`src/rtl/core/rrp_pkg.sv`:
```
// ----------------------------------------------------------------------------
// rrp_pkg
// Shared widths, codes and types of the request rate pacer.
// ----------------------------------------------------------------------------
package rrp_pkg;

  localparam int COUNT_W   = 16;
  localparam int TIME_W    = 63;
  localparam int SLOT_W    = 64;
  localparam int WHOLE_W   = 36;
  localparam int FRAC_BITS = 20;
  localparam longint unsigned FRAC_SCALE = 64'd1 << FRAC_BITS;
  localparam int FPROD_W   = FRAC_BITS + COUNT_W;
  localparam int WPROD_W   = WHOLE_W + COUNT_W;
  localparam int K_W       = WPROD_W + 1;
  localparam int CFG_IDX_W = 2;
  localparam int CFG_DATA_W = WHOLE_W;
  localparam int OUTCOME_W = 2;
  localparam int QUEUE_DEPTH = 2;
  localparam int QPTR_W    = $clog2(QUEUE_DEPTH);
  localparam int QCNT_W    = $clog2(QUEUE_DEPTH + 1);

  localparam logic [CFG_IDX_W-1:0] CFG_INTERVAL_WHOLE = 2'd0;
  localparam logic [CFG_IDX_W-1:0] CFG_INTERVAL_FRAC  = 2'd1;

  typedef enum logic [OUTCOME_W-1:0] {
    OUTCOME_NOW     = 2'd0,
    OUTCOME_DELAYED = 2'd1,
    OUTCOME_CANCEL  = 2'd2
  } outcome_t;

  typedef struct packed {
    logic [K_W-1:0]       k;
    logic [FRAC_BITS-1:0] frac_lo;
    logic [TIME_W-1:0]    now;
    logic [TIME_W-1:0]    limit;
  } work_t;

endpackage

```
`src/rtl/core/rrp_front.sv`:
```
// ----------------------------------------------------------------------------
// rrp_front
// Accepts requests, holds the interval registers and forms the token products.
// ----------------------------------------------------------------------------
module rrp_front (
  input  logic                          clk,
  input  logic                          rst,
  input  logic                          in_valid,
  output logic                          in_stall,
  input  logic [rrp_pkg::COUNT_W-1:0]   token_count,
  input  logic [rrp_pkg::TIME_W-1:0]    now_ns,
  input  logic [rrp_pkg::TIME_W-1:0]    max_delay_ns,
  input  logic                          cfg_valid,
  output logic                          cfg_ready,
  input  logic [rrp_pkg::CFG_IDX_W-1:0] cfg_index,
  input  logic [rrp_pkg::CFG_DATA_W-1:0] cfg_data,
  output logic                          push,
  input  logic                          push_ready,
  output rrp_pkg::work_t                push_item
);
  import rrp_pkg::*;

  logic [WHOLE_W-1:0]   interval_whole;
  logic [FRAC_BITS-1:0] interval_frac;

  logic                 stage_valid;
  logic                 stage_valid_next;
  logic [WPROD_W-1:0]   whole_prod;
  logic [FPROD_W-1:0]   frac_prod;
  logic [TIME_W-1:0]    stage_now;
  logic [TIME_W-1:0]    stage_limit;
  logic                 accept;

  assign cfg_ready = 1'b1;

  always_ff @(posedge clk) begin
    if (rst) begin
      interval_whole <= '0;
      interval_frac  <= '0;
    end else if (cfg_valid && cfg_ready) begin
      case (cfg_index)
        CFG_INTERVAL_WHOLE: interval_whole <= cfg_data;
        CFG_INTERVAL_FRAC:  interval_frac  <= cfg_data[FRAC_BITS-1:0];
        default: begin
        end
      endcase
    end
  end

  assign in_stall = stage_valid && !push_ready;
  assign accept   = in_valid && !in_stall;
  assign push     = stage_valid && push_ready;

  always_comb begin
    stage_valid_next = stage_valid;
    if (accept) begin
      stage_valid_next = 1'b1;
    end else if (push) begin
      stage_valid_next = 1'b0;
    end
  end

  always_ff @(posedge clk) begin
    if (rst) begin
      stage_valid <= 1'b0;
    end else begin
      stage_valid <= stage_valid_next;
    end
  end

  always_ff @(posedge clk) begin
    if (accept) begin
      whole_prod  <= WPROD_W'(interval_whole) * WPROD_W'(token_count);
      frac_prod   <= FPROD_W'(interval_frac) * FPROD_W'(token_count);
      stage_now   <= now_ns;
      stage_limit <= max_delay_ns;
    end
  end

  always_comb begin
    push_item.k       = K_W'(whole_prod) + K_W'(frac_prod[FPROD_W-1:FRAC_BITS]);
    push_item.frac_lo = frac_prod[FRAC_BITS-1:0];
    push_item.now     = stage_now;
    push_item.limit   = stage_limit;
  end

endmodule

```
`src/rtl/core/rrp_queue.sv`:
```
// ----------------------------------------------------------------------------
// rrp_queue
// Short queue of prepared requests between the front and the back.
// ----------------------------------------------------------------------------
module rrp_queue (
  input  logic           clk,
  input  logic           rst,
  input  logic           push,
  output logic           push_ready,
  input  rrp_pkg::work_t push_item,
  output logic           pop_valid,
  input  logic           pop,
  output rrp_pkg::work_t pop_item
);
  import rrp_pkg::*;

  work_t              mem [QUEUE_DEPTH];
  logic [QPTR_W-1:0]  wr_ptr;
  logic [QPTR_W-1:0]  rd_ptr;
  logic [QCNT_W-1:0]  count;
  logic [QCNT_W-1:0]  count_next;

  assign push_ready = (count != QCNT_W'(QUEUE_DEPTH));
  assign pop_valid  = (count != '0);
  assign pop_item   = mem[rd_ptr];

  always_comb begin
    count_next = count;
    if (push && !pop) begin
      count_next = count + 1'b1;
    end else if (pop && !push) begin
      count_next = count - 1'b1;
    end
  end

  always_ff @(posedge clk) begin
    if (rst) begin
      wr_ptr <= '0;
      rd_ptr <= '0;
      count  <= '0;
    end else begin
      if (push) begin
        wr_ptr <= wr_ptr + 1'b1;
      end
      if (pop) begin
        rd_ptr <= rd_ptr + 1'b1;
      end
      count <= count_next;
    end
  end

  always_ff @(posedge clk) begin
    if (push) begin
      mem[wr_ptr] <= push_item;
    end
  end

endmodule

```
`src/rtl/core/rrp_back.sv`:
```
// ----------------------------------------------------------------------------
// rrp_back
// Holds the slot state, decides each request and registers the result.
// ----------------------------------------------------------------------------
module rrp_back (
  input  logic                          clk,
  input  logic                          rst,
  input  logic                          pop_valid,
  output logic                          pop,
  input  rrp_pkg::work_t                pop_item,
  output logic                          out_valid,
  input  logic                          out_stall,
  output logic [rrp_pkg::OUTCOME_W-1:0] outcome,
  output logic [rrp_pkg::TIME_W-1:0]    delay_ns
);
  import rrp_pkg::*;

  logic [SLOT_W-1:0]    slot_whole;
  logic [FRAC_BITS-1:0] slot_frac;
  logic [FRAC_BITS:0]   frac_sum;
  logic [SLOT_W:0]      whole_sum;
  logic [SLOT_W-1:0]    next_whole;
  logic [SLOT_W:0]      diff;
  logic [SLOT_W-1:0]    wait_ns;
  logic                 due;
  logic                 fits;
  outcome_t             decision;

  assign pop = pop_valid && (!out_valid || !out_stall);

  always_comb begin
    frac_sum   = {1'b0, slot_frac} + {1'b0, pop_item.frac_lo};
    whole_sum  = {1'b0, slot_whole} + (SLOT_W + 1)'(pop_item.k)
                 + (SLOT_W + 1)'(frac_sum[FRAC_BITS]);
    next_whole = whole_sum[SLOT_W] ? '1 : whole_sum[SLOT_W-1:0];
    diff       = {1'b0, next_whole} - {2'b00, pop_item.now};
    wait_ns    = diff[SLOT_W-1:0];
    due        = diff[SLOT_W] || (diff == '0);
    fits       = wait_ns < {1'b0, pop_item.limit};
    if (due) begin
      decision = OUTCOME_NOW;
    end else if (fits) begin
      decision = OUTCOME_DELAYED;
    end else begin
      decision = OUTCOME_CANCEL;
    end
  end

  always_ff @(posedge clk) begin
    if (rst) begin
      slot_whole <= '0;
      slot_frac  <= '0;
      out_valid  <= 1'b0;
    end else begin
      if (pop) begin
        case (decision)
          OUTCOME_NOW: begin
            slot_whole <= {1'b0, pop_item.now};
            slot_frac  <= '0;
          end
          OUTCOME_DELAYED: begin
            slot_whole <= next_whole;
            slot_frac  <= frac_sum[FRAC_BITS-1:0];
          end
          default: begin
          end
        endcase
        out_valid <= 1'b1;
      end else if (!out_stall) begin
        out_valid <= 1'b0;
      end
    end
  end

  always_ff @(posedge clk) begin
    if (pop) begin
      outcome  <= decision;
      delay_ns <= (decision == OUTCOME_DELAYED) ? wait_ns[TIME_W-1:0] : '0;
    end
  end

  a_due_sets_slot: assert property (@(posedge clk) disable iff (rst)
    pop && decision == OUTCOME_NOW |=> slot_whole == {1'b0, $past(pop_item.now)}
      && slot_frac == '0)
    else $error("slot not moved to current time on an immediate grant");

  a_cancel_keeps_slot: assert property (@(posedge clk) disable iff (rst)
    pop && decision == OUTCOME_CANCEL |=> $stable(slot_whole) && $stable(slot_frac))
    else $error("slot changed on a cancelled request");

  a_delay_nonzero: assert property (@(posedge clk) disable iff (rst)
    out_valid && outcome == OUTCOME_DELAYED |-> delay_ns != '0)
    else $error("delayed grant carries no wait");

  a_delay_only_when_delayed: assert property (@(posedge clk) disable iff (rst)
    out_valid && outcome != OUTCOME_DELAYED |-> delay_ns == '0)
    else $error("wait reported on a result without delay");

endmodule

```
`src/rtl/core/request_rate_pacer.sv`:
```
// ----------------------------------------------------------------------------
// request_rate_pacer
// Virtual scheduling rate pacer with a fractional per-token interval.
// ----------------------------------------------------------------------------
// Channel   Direction  Handshake            Payload
// in        input      in_valid / in_stall  token_count, now_ns, max_delay_ns
// out       output     out_valid/out_stall  outcome, delay_ns
// cfg       input      cfg_valid/cfg_ready  cfg_index, cfg_data
//
// One request per cycle is sustained while the output is not stalled; the
// slot update loop closes within the back part. A request passes the front
// stage register, the queue and the output register to the result. Reset
// clears the slot state and the interval registers. An output stall fills
// the queue and then the input stage before the input channel stalls.
// ----------------------------------------------------------------------------
module request_rate_pacer (
  input  logic                           clk,
  input  logic                           rst,
  input  logic                           in_valid,
  output logic                           in_stall,
  input  logic [rrp_pkg::COUNT_W-1:0]    token_count,
  input  logic [rrp_pkg::TIME_W-1:0]     now_ns,
  input  logic [rrp_pkg::TIME_W-1:0]     max_delay_ns,
  output logic                           out_valid,
  input  logic                           out_stall,
  output logic [rrp_pkg::OUTCOME_W-1:0]  outcome,
  output logic [rrp_pkg::TIME_W-1:0]     delay_ns,
  input  logic                           cfg_valid,
  output logic                           cfg_ready,
  input  logic [rrp_pkg::CFG_IDX_W-1:0]  cfg_index,
  input  logic [rrp_pkg::CFG_DATA_W-1:0] cfg_data
);
  import rrp_pkg::*;

  logic  push;
  logic  push_ready;
  work_t push_item;
  logic  pop_valid;
  logic  pop;
  work_t pop_item;

  rrp_front u_front (
    .clk          (clk),
    .rst          (rst),
    .in_valid     (in_valid),
    .in_stall     (in_stall),
    .token_count  (token_count),
    .now_ns       (now_ns),
    .max_delay_ns (max_delay_ns),
    .cfg_valid    (cfg_valid),
    .cfg_ready    (cfg_ready),
    .cfg_index    (cfg_index),
    .cfg_data     (cfg_data),
    .push         (push),
    .push_ready   (push_ready),
    .push_item    (push_item)
  );

  rrp_queue u_queue (
    .clk        (clk),
    .rst        (rst),
    .push       (push),
    .push_ready (push_ready),
    .push_item  (push_item),
    .pop_valid  (pop_valid),
    .pop        (pop),
    .pop_item   (pop_item)
  );

  rrp_back u_back (
    .clk       (clk),
    .rst       (rst),
    .pop_valid (pop_valid),
    .pop       (pop),
    .pop_item  (pop_item),
    .out_valid (out_valid),
    .out_stall (out_stall),
    .outcome   (outcome),
    .delay_ns  (delay_ns)
  );

endmodule
```
`config.mk`:
```
export PLATFORM = sky130hd
export DESIGN_NAME = request_rate_pacer
export DESIGN_NICKNAME = d
export VERILOG_FILES = /design/src/rtl/core/rrp_pkg.sv /design/src/rtl/core/rrp_front.sv /design/src/rtl/core/rrp_queue.sv /design/src/rtl/core/rrp_back.sv /design/src/rtl/core/request_rate_pacer.sv
export SDC_FILE = /design/constraint.sdc
export NUM_CORES = 2
export LEC_CHECK = 0
export BUFFER_PORTS_ARGS = -buffer_cell sky130_fd_sc_hd__buf_2
export CORE_ASPECT_RATIO = 0.8
export CORE_MARGIN = 10
export CORE_UTILIZATION = 55
export CTS_CLUSTER_SIZE = 28
export DETAILED_ROUTE_END_ITERATION = 16
export PLACE_DENSITY = 0.72
export SYNTH_ARGS = -nofsm -noshare
export SYNTH_HDL_FRONTEND = slang
export SYNTH_SLANG_ARGS = --single-unit
```
`constraint.sdc`:
```
create_clock -name clk -period 23.6 [get_ports clk]
set_clock_uncertainty 0.15 [all_clocks]
set_input_delay 1.18 -clock clk [delete_from_list [all_inputs] [get_ports clk]]
set_output_delay 1.18 -clock clk [all_outputs]
set_load 0.03 [all_outputs]
```
==> results by group <==
Outcome
  – Status: completed

Setup path
  – CP max-delay cell: dfxtp_4
  – Largest stage delay on the critical path: 0.92 ns
  – Critical path class: reg2reg
  – Setup crit end: u_back.slot_whole[63]
  – Crit-path most repeated cell: o21ai_0
  – Critical path launch point type: register
  – R2r setup slk: 8.59 ns
  – Critical Path AT: 15.45 ns
  – R2R Path End: u_back.slot_whole[63]
  – Worst EP required: 24.04 ns
  – R2R depth: 56
  – Crit path capture type: register
  – CP max FO: 80

Place
  – Placed Area: approximately 70000 sq um
  – GP Congestion: ~0.90
  – Port bufs: roughly 250
  – Pre-CTS setup slack: 8.727 ns
  – HPWL Detailed: between 100000 and 150000 um

STA
  – Worst-Margin Slew: 1.169 ns
  – Setup_tns: 0 ns
  – Final worst path period share: 63.59%
  – Final setup margin: 8.592 ns
  – Slew Limit Headroom: 20.04%
  – Final slew viol count: 0
  – Final Setup Violations: 0
  – RSZ-0062 raised after global routing: false
  – Fin crit period: about 15 ns
  – Maximum clock rate: 66.63 MHz
  – Final hold viol count: 0

Route
  – Post-Route WL: 176700 um
  – DR WL/cell: 21.23 um
  – Antenna viol nets, final: 0
  – Drt first pass iters: 6
  – Vias: 48550
  – Vias/cell: 5.834
  – Remaining DRCs: 0
  – Iter 0 DRT Violations: 5001

Final layout
  – Share of layout cells above drive strength 1: 8.679%
  – Area grow syn2layout: 8.308%
  – Final instance area: 73350 sq um
  – Fin util: 59.83%
  – Final nets: ~8000
  – Fill count: about 10000

Global route
  – Initial antenna violation count: 1
  – Gr usage total: around a quarter
  – Grt total ovfl: 0
  – Largest net degree at the start of global routing: about 80
  – Vias in the first global route: 49718
  – First-pass GRT wire length: approximately 280000 um

Logic synthesis
  – Flops & latches, synth: between 800 and 900
  – Synthesized cell area: 67720 sq um
  – Synth Instances: 6523
  – Synth area leader: edfxtp_1
  – Distinct cell type count after synthesis: 94
  – YS warnings: 0
  – Top cells by count, synth: 1003 x nand2_1, 809 x inv_1, 729 x fa_1
  – Top FF cell, synth: edfxtp_1
  – Net Count, Synth: 7883
  – Avg Synthesized Cell Area: 10.38 sq um
  – Count leader, synth: nand2_1
  – Top-area cell type share of the netlist area: about 30%
  – Number of synthesized flops with an enable pin: about 680
  – Top post-synthesis cells by area: edfxtp_1 30%, fa_1 22%, ha_1 8.2%, nand2_1 5.6%, inv_1 4.5%
  – FFs w/ async S/R, synth: 0%
  – Post-synthesis sequential area ratio: 34.36%

CTS
  – H-tree depth: 3
  – Root Driver: clkbuf_16
  – Post-CTS sizing: 0
  – Clk_lat worst skew: 0.71 ns
  – Hold-fix buffers at CTS: 0
  – Clock transition at the registers of the reported paths: 0.06 ns
  – TritonCTS clock tree: done
  – Clk sinks: roughly 800
  – CTS max path bufs: 3
  – TritonCTS buffer count: 86
  – Post-CTS Setup Bufs: 0

Hold path
  – Hold Path Class: reg2reg

Floorplanning
  – Die Y: approximately 330 um
  – Core area: 122600 sq um
  – Die area: 137700 sq um
  – Die Wd: 412.3 um
  – Initial Utilization: 55.24%
  – I/O pin total: roughly 250
  – # rows: 115

Pwr
  – Final Power: about 8.0 mW
  – Worst VDD drop: 0.08531 mV
  – Power per cell area: between 100 and 150 nW/um^2
  – Pleak: 31.28 nW

Flow run
  – Max-cap viol count: 0
[power breakdown]
group | internal, mW | switching (mW)
clock network | 0.817 | 0.610
logic | 1.66 | 2.95
registers | 1.86 | 0.150
total | 4.33 | 3.71
[logic make-up after synthesis]
logic type / count (synthesis) / share of synthesized area [%]
simple gates: 1995 / 13.89
fa+ha+maj: 1175 / 29.79
buf+inv: 1130 / 6.352
compound gates: 966 / 9.482
flops: 824 / 34.36
xor+xnor: 226 / 2.934
mux: 206 / 3.183
other cells: 1 / 0.005537
[flip-flops by register name, indices dropped and copies added (netlist names), 2 cells and up, named ones only]
name	cells
u_queue.mem	398
u_front.interval_whole	36
u_front.interval_frac	20
u_back.slot_whole	64
u_back.outcome	2
u_front.stage_now	63
u_back.slot_frac	20
u_front.stage_limit	63
u_front.whole_prod	52
u_back.delay_ns	63
u_front.frac_prod	36
u_queue.count	2
[final cells by class]
cell class | instances | area (sq um) | area share [%]
repair buffers | 318 | 1762 | 2.402
multi-input cells | 4569 | 40210 | 54.82
diodes | 1 | 2.502 | 0.003412
clock inverters | 59 | 787.0 | 1.073
clock buffers | 101 | 2208 | 3.011
well taps | 1638 | 2049 | 2.794
inverters | 812 | 3050 | 4.159
flip-flops and latches | 824 | 23280 | 31.73
[stage by stage]
| stage | cells | hold slack, ns |
|---|---|---|
| after floorplan | 6523 | 0.2715 |
| after global placement | 8161 | 0.2730 |
| after detailed placement | 8161 | 0.2796 |
| after CTS | 8321 | 0.2624 |
| after global routing | 8321 | 0.2672 |
| final | 8322 | 0.2597 |
[layout by cell type (no fill, tap or decap), drive strengths merged, types with 10 or more instances in the layout]
cell,n
a211oi,25
a31oi,27
xnor2,177
a21oi,307
nand2,1003
or3,21
o2111ai,17
o211ai,36
nor2b,34
a32o,60
dfxtp,147
a21o,118
o21ai,168
bufinv,12
clkbuf,101
nor3,62
clkinv,36
and3,52
nor2,184
a21boi,11
ha,446
buf,318
mux2,75
nand3,106
a31o,13
nand4,67
and4,10
edfxtp,677
fa,729
nand2b,62
o21bai,39
o21a,49
nor4,10
and2,336
mux2i,131
inv,817
xor2,49
or2,16
[routing by layer]
layer / wire (um) / GRT usage (%) / up-vias
li1: - / - / 22035
met4: 3167 / 4.745 / 2
met2: 75510 / 38.44 / 2162
met1: 79920 / 38.29 / 24093
met3: 18040 / 5.802 / 258
met5: 13 / 0 / -
[how the worst min path moves through the flow]
stage	startpoint	end	slack, ns	cells after the start
floorplan	u_front.stage_limit[0]	u_queue.mem[0][0]	0.27	0
global placement	u_front.stage_limit[32]	u_queue.mem[0][32]	0.27	0
detailed placement	u_front.stage_now[38]	u_queue.mem[1][101]	0.28	0
CTS	u_front.frac_prod[2]	u_queue.mem[1][128]	0.26	0
global route	u_front.frac_prod[2]	u_queue.mem[1][128]	0.27	0
finish	u_front.frac_prod[2]	u_queue.mem[1][128]	0.26	0
[worst max-delay path, delay by kind of cell, from the launching register on]
family / cells / cell delay, ns
AO/OA/AOI/OAI: 33 / 8.47
AND/OR/NAND/NOR: 11 / 1.21
multiplexers: 1 / 0.43
buffers and inverters: 5 / 1.90
adder cells (fa/ha/maj): 6 / 1.71
flip-flops: 1 / 0.92
Power figures use the tool's default switching activity.
